--- src/sv/bclc_pkg.sv ---
package bclc_pkg;

  localparam int unsigned VALUE_W = 32;

  // register indexes
  localparam logic [2:0] REG_TO_BLOCKED    = 3'd0;
  localparam logic [2:0] REG_BLOCK_LOG     = 3'd1;
  localparam logic [2:0] REG_VALUE_MODE    = 3'd2;
  localparam logic [2:0] REG_BATCH_COUNT   = 3'd3;
  localparam logic [2:0] REG_CHANNEL_COUNT = 3'd4;
  localparam logic [2:0] REG_PLANE_SIZE    = 3'd5;

  // value modes
  localparam logic [1:0] MODE_COPY   = 2'd0;
  localparam logic [1:0] MODE_WIDEN  = 2'd1;
  localparam logic [1:0] MODE_NARROW = 2'd2;

  // binary16 -> binary32, exact
  function automatic logic [31:0] widen_half(input logic [15:0] h);
    logic [31:0] s;
    logic [4:0]  e;
    logic [9:0]  m;
    logic [7:0]  ex;
    logic [9:0]  mm;
    logic [31:0] r;
    s  = {h[15], 31'd0};
    e  = h[14:10];
    m  = h[9:0];
    ex = 8'd0;
    mm = 10'd0;
    if (e == 5'd31) begin
      r = (m != 10'd0) ? (s | 32'h7FC0_0000 | {9'd0, m, 13'd0}) : (s | 32'h7F80_0000);
    end else if (e == 5'd0) begin
      if (m == 10'd0) begin
        r = s;
      end else begin
        // normalize: find leading one among 10 bits
        for (int i = 0; i < 10; i++) begin
          if (m[i]) begin
            ex = 8'(103 + i);
            mm = 10'(m << (10 - i));
          end
        end
        r = s | {1'b0, ex, mm, 13'd0};
      end
    end else begin
      r = s | {1'b0, 8'({3'd0, e} + 8'd112), m, 13'd0};
    end
    return r;
  endfunction

  // binary32 -> binary16, round to nearest even
  function automatic logic [31:0] narrow_single(input logic [31:0] x);
    logic [15:0] s;
    logic [7:0]  e;
    logic [22:0] m;
    logic [15:0] h;
    logic [12:0] rem;
    logic [23:0] full;
    logic [4:0]  shift;
    logic [23:0] rem2;
    logic [23:0] half;
    logic [15:0] r;
    s     = {x[31], 15'd0};
    e     = x[30:23];
    m     = x[22:0];
    full  = {1'b1, m};
    shift = 5'd0;
    h     = 16'd0;
    rem   = 13'd0;
    rem2  = 24'd0;
    half  = 24'd0;
    if (e == 8'd255) begin
      r = (m != 23'd0) ? (s | 16'h7E00 | {6'd0, m[22:13]}) : (s | 16'h7C00);
    end else if (e >= 8'd143) begin
      r = s | 16'h7C00;
    end else if (e >= 8'd113) begin
      h   = {1'b0, 5'(e - 8'd112), m[22:13]};
      rem = m[12:0];
      if (rem > 13'h1000 || (rem == 13'h1000 && h[0])) h = h + 16'd1;
      r = s | h;
    end else if (e < 8'd102) begin
      r = s;
    end else begin
      // shift = 14 - (e - 112) = 126 - e, range 14..24
      shift = 5'(8'd126 - e);
      h     = 16'(full >> shift);
      rem2  = full & ((24'd1 << shift) - 24'd1);
      half  = 24'd1 << (shift - 5'd1);
      if (rem2 > half || (rem2 == half && h[0])) h = h + 16'd1;
      r = s | h;
    end
    return {16'd0, r};
  endfunction

endpackage

--- src/sv/bclc_value_conv.sv ---
module bclc_value_conv
  import bclc_pkg::*;
(
  input  logic [1:0]  mode_i,
  input  logic        pad_i,
  input  logic [31:0] value_i,
  output logic [31:0] value_o
);
  // format conversion, zero on padding
  always_comb begin
    case (mode_i)
      MODE_WIDEN:  value_o = widen_half(value_i[15:0]);
      MODE_NARROW: value_o = narrow_single(value_i);
      default:     value_o = value_i;
    endcase
    if (pad_i) value_o = '0;
  end
endmodule

--- config.mk ---
export PLATFORM = sky130hd
export DESIGN_NAME = bclc_value_conv
export DESIGN_NICKNAME = d
export VERILOG_FILES = /design/src/sv/bclc_pkg.sv /design/src/sv/bclc_value_conv.sv
export SDC_FILE = /design/constraint.sdc
export NUM_CORES = 1
export LEC_CHECK = 0
export BUFFER_PORTS_ARGS = -buffer_cell sky130_fd_sc_hd__buf_2
export CORE_ASPECT_RATIO = 1.5
export CORE_MARGIN = 3
export CORE_UTILIZATION = 44
export DETAILED_ROUTE_END_ITERATION = 8
export SYNTH_ARGS = -nofsm -noshare
export SYNTH_HDL_FRONTEND = slang
export SYNTH_SLANG_ARGS = --single-unit
--- constraint.sdc ---
create_clock -name vclk -period 12.06
set_clock_uncertainty 0.15 [all_clocks]
set_input_delay 1.809 -clock vclk [all_inputs]
set_output_delay 1.809 -clock vclk [all_outputs]
set_load 0.01 [all_outputs]
; ---- Yosys cells after proc, flatten, opt, wreduce, memory -nomap -nowiden
; Index checks and enable logic that the tools add are counted.
[classes]
add_sub_neg = 7
n_mul = 0
n_div = 0
magnitude_cmp = 5
n_eq_ne = 6
n_shift = 3
n_mux = 49
n_bitwise = 7
reduce_logical = 8
[ops]
columns = operator, count
row1 = $mux 16, 16
row2 = $mux 32, 5
row3 = $mux 10, 13
row4 = $mux 8, 13
row5 = $or 32x31->32, 2
row6 = $pmux 32 s2, 1
row7 = $shl 1x5->24 const A, 2
row8 = $or 16x16->16, 2
row9 = $or 32x23->32, 1
row10 = $and 24x24->24, 1
row11 = $eq 24x24->1, 1
row12 = $gt 24x24->1, 1
row13 = $shr 24x5->16, 1
row14 = $sub 24x1->24 const B, 1
row15 = $reduce_bool 23->1, 1
row16 = $add 15x1->16 const B, 1
row17 = $add 16x1->16 const B, 1
row18 = $or 16x10->16, 1
row19 = $eq 13x13->1 const B, 1
row20 = $gt 13x13->1 const B, 1
row21 = $logic_not 10->1, 1
row22 = $reduce_bool 10->1, 1
row23 = $add 5x7->8 const B, 1
row24 = $eq 8x8->1 const B, 1
row25 = other kinds (13), 15
[totals]
ff_bits = 0
latch_bits = 0
ramBits = 0
mem_bits_ro = 0
out_inout_bits = 32
word_cells = 85
mem_count = 0

; ---- Depth between registers and ports, before layout
[logic_depth]
ltp_word = 20
depth_mapped = 25
mapped_depth_nobuf = 22

; ---- Worst setup path after synthesis
; No wires, ideal clock.
[synth_timing]
path_kind = input port to output port
startpoint = input port value_i[23]
endpoint = output port value_o[6]
arrival_time_ns = 6.748
required_time_ns = 10.101
path_slack_ns = 3.353
path_stages = 24
n_path_buf = 4
cell_sequence = buf_4 -> inv_1 -> buf_1 -> ha_1 -> clkbuf_1 -> nand3_1 -> ha_1 -> o21ai_1 -> a21oi_1 -> nand2b_1 -> mux2_2 -> a21oi_1 -> nor2b_1 -> ha_1 -> nand4_1 -> nor4bb_1 -> nand2_1 -> nand3_1 -> nor3_1 -> or4b_4 -> buf_6 -> nor4_4 -> nor2_1 -> a211oi_2
[synth_between]
elab_chain_cells = 20
[synth_rtl]
columns = element, line_no
row1 = "start, declared", bclc_value_conv.sv:6  ; input logic [31:0] value_i,
row2 = "parallel branches: the longest is 17 deep, another holds $sub 24x1->24", --
row3 = $mux 16 *, bclc_pkg.sv:73  ; if (e == 8'd255) begin
row4 = $pmux 32 s2 *, bclc_value_conv.sv:11  ; case (mode_i)
row5 = $mux 32 *, bclc_value_conv.sv:16  ; if (pad_i) value_o = '0;
row6 = "end, declared", bclc_value_conv.sv:7  ; output logic [31:0] value_o
; Every way passes the cells marked *. The select of a mux whose other input is x is not followed.

; ---- Final worst setup path
; Same ends and word-level chain as after synthesis.

==> impl_metrics.env <==
export IMPL_wl_per_cell_um=22.7
export IMPL_grt_usage_pct=31.7
export IMPL_vias=6045
export IMPL_fin_crit_sh_pct=86.4
export IMPL_fin_tns_setup_ns=0
export IMPL_layout_drive_gt1_share_pct=15.9
export IMPL_finalMaxSlewViolations=0
export IMPL_drt_wl_total_um=20600
export IMPL_cp_arrival_ns=8.47
export IMPL_grt_pass1_wl_um=31900
export IMPL_timing_final_ws_setup_ns=1.64
export IMPL_seqPwrFrac_pct=0
export IMPL_synth_top_area_share_pct=9.75
export IMPL_synth_distinct_cells=79
export IMPL_synth_area_leaders="ha_1 9.8%, a21oi_1 7.5%, nand2_1 7.3%"
export IMPL_p_switching_mw=0.176
export IMPL_hpwl_um=15500
export IMPL_seq_area_frac_synth_pct=0
export IMPL_rsz0062_at_grt="false"
export IMPL_rows=47
export IMPL_cts_resized_gates=0
export IMPL_ctsHoldBuffers=0
export IMPL_die_y_um=137
export IMPL_regArea_um2=0
export IMPL_place_gp_congestion=1.01
export IMPL_grt_max_degree=39
export IMPL_finalInstanceArea_um2=5240
export IMPL_hold_ws_ns=3.83
export IMPL_grt_antenna_before_repair=0
export IMPL_grt_overflow_total=0
export IMPL_crit_fanout=32
export IMPL_critPathLaunch="value_i[23]"
export IMPL_ant_nets=0
export IMPL_tightest_slew_ns=1.12
export IMPL_synth_cells=765
export IMPL_final_util_pct=47.4
export IMPL_layout_nets=838
export IMPL_hp_class="in2out"
export IMPL_post_cts_buffers=0
export IMPL_place_inst=909
export IMPL_cpMaxStageDelayCell="xnor2_1"
export IMPL_initial_utilization_pct=45.3
export IMPL_hold_start="value_i[31]"
export IMPL_crit_type="in2out"
export IMPL_clock_power_share_pct=0
export IMPL_cp_end_kind="output port"
export IMPL_synth_largest_area_cell="ha_1"
export IMPL_critPathMostFrequentCell="ha_1"
export IMPL_crit_path_start_kind="primary input"
export IMPL_die_w_um=93.1
export IMPL_clkbuf_count=0
export IMPL_crit_required_ns=10.10
export IMPL_stdcell_count=909
export IMPL_fin_crit_ns=10.42
export IMPL_comb_power_share_pct=100.0
export IMPL_drt_iter0_drc=499
export IMPL_port_buffers=67
export IMPL_die_area_um2=12700
export IMPL_setup_viol=0
export IMPL_power_switching_share_pct=63.7
export IMPL_critical_path_cell_chain="buf_2 > ha_1 > and3_1 > xnor2_1 > nor2_1 > nand3_1 > ha_1 > o21ai_1 > a21oi_1 > nand2b_1 > a21oi_1 > xnor2_1 > and2_1 > ha_1 > nand4_1 > nor4bb_1 > nand2_1 > nand3_1 > nor3_1 > or4b_4 > nor4_4 > nor2_1 > a211oi_2 > buf_2"
export IMPL_outcome="finished, final reports clean"
export IMPL_first_pass_iters=5
export IMPL_power_density_nw_per_um2=52.6
export IMPL_max_freq_mhz=95.9
export IMPL_power_leakage_nw=2.14
export IMPL_pin_count=67
export IMPL_grt_pass1_vias=5872
export IMPL_route_detailed_drc=0
export IMPL_hold_depth=4
export IMPL_area_delta_synth_final_pct=4.80
export IMPL_relSlewSlack_pct=24.7
export IMPL_synth_nets=839
export IMPL_final_hold_viol_count=0
export IMPL_diodes=0
export IMPL_flops_and_latches=0
export IMPL_ys_warn_count=0
export IMPL_vdd_drop_max_uv=33.8
export IMPL_max_stage_delay_ns=0.89
export IMPL_drt_vias_per_instance=6.65
export IMPL_coreArea_um2=11100
export IMPL_synth_area_um2=5000
export IMPL_place_ws_ns=1.77
export IMPL_avgSynthCellArea_um2=6.54
export IMPL_cap_violations=0
export IMPL_whs_endpoint="value_o[31]"
export IMPL_total_power_mw=0.276
export IMPL_dpl_instance_area_um2=5240
export IMPL_p_int_mw=0.100
-- metal layers --
| metal | global-route usage [%] | part of all wire (%) | vias up |
|---|---|---|---|
| li1 | - | - | 2807 |
| met1 | 36.8 | 37 | 2797 |
| met2 | 54.6 | 48 | 326 |
| met3 | 3.19 | 6.9 | 115 |
| met4 | 20.9 | 7.9 | 0 |
| met5 | 0 | 0 | - |
-- Yosys cell counts (3+ instances only) --
| library cell | count |
|---|---|
| or2_2 | 4 |
| a22oi_1 | 13 |
| a211oi_1 | 9 |
| clkbuf_1 | 56 |
| nor4_1 | 3 |
| buf_1 | 4 |
| nor2_1 | 65 |
| nor3b_1 | 5 |
| nand4_1 | 7 |
| mux2i_1 | 32 |
| o31ai_1 | 5 |
| o211a_1 | 3 |
| xnor2_1 | 21 |
| mux4_2 | 16 |
| buf_4 | 3 |
| or3_1 | 3 |
| a211o_1 | 3 |
| and2_1 | 14 |
| nor3_2 | 4 |
| xor2_1 | 9 |
| nand3_1 | 39 |
| a31oi_1 | 10 |
| buf_2 | 9 |
| and3_1 | 10 |
| nor2b_1 | 17 |
| o21ai_0 | 43 |
| nor3_1 | 11 |
| inv_1 | 23 |
| buf_6 | 3 |
| a21boi_0 | 5 |
| nand2_1 | 97 |
| a21oi_1 | 75 |
| o21ai_1 | 5 |
| o211ai_1 | 12 |
| and4_1 | 8 |
| o22ai_1 | 11 |
| ha_1 | 39 |
| nand2b_1 | 6 |
| mux2_2 | 8 |
| a21o_1 | 6 |
-- layout make-up --
type                            instances  area, um^2
Fill cell                            1226        5810
Inverter                               24        90.1
Multi-Input combinational cell        665        4590
Tap cell                              147         184
Timing Repair Buffer                   73         380
-- cells in the final DEF (no fill, tap or decap), types with 3 or more instances in the layout --
cell type  instances
a211o_1            3
a211oi_1           9
a21boi_0           5
a21o_1             6
a21oi_1           75
a22oi_1           13
a31oi_1           10
and2_1            14
and3_1            10
and4_1             8
buf_2             67
buf_4              6
ha_1              39
inv_1             23
mux2_2             8
mux2i_1           32
mux4_2            16
nand2_1           97
nand2b_1           6
nand3_1           39
nand4_1            7
nor2_1            65
nor2b_1           17
nor3_1            11
nor3_2             4
nor3b_1            5
nor4_1             3
o211a_1            3
o211ai_1          12
o21ai_0           43
o21ai_1            5
o22ai_1           11
o31ai_1            5
or2_2              4
or3_1              3
xnor2_1           20
xor2_1             9
-- cells by family after synthesis --
family	share of synthesized area (%)
muxes	15.4
and+or+nand+nor	31.3
adders and majority gates	9.75
AOI/OAI and AO/OA	29.2
xor gates and xnor gates	5.90
buffers and inverters	8.43
-- power groups by stage --
| stage | Combinational [mW] | Sequential (mW) | Clock (mW) |
|---|---|---|---|
| floorplan | 0.197 | 0 | 0 |
| global placement | 0.265 | 0 | 0 |
| detailed placement | 0.269 | 0 | 0 |
| CTS | 0.270 | 0 | 0 |
| global route | 0.298 | 0 | 0 |
| finish | 0.276 | 0 | 0 |
-- how the worst max path moves through the flow --
stage	slack, ns	cells after the start	to
final	1.64	24	value_o[6]
after global routing	1.12	24	value_o[6]
after CTS	1.76	24	value_o[6]
after detailed placement	1.77	24	value_o[6]
after global placement	2.02	24	value_o[6]
after floorplan	3.35	24	value_o[6]
-- critical path: cells and delay by family --
kind | cells | cell delay [ns]
xor gates and xnor gates | 2 | 0.99
and+or+nand+nor | 13 | 3.21
buffers and inverters | 2 | 0.48
adders and majority gates | 3 | 0.97
AOI/OAI and AO/OA | 4 | 0.97
(Power assumes the default switching activity.)
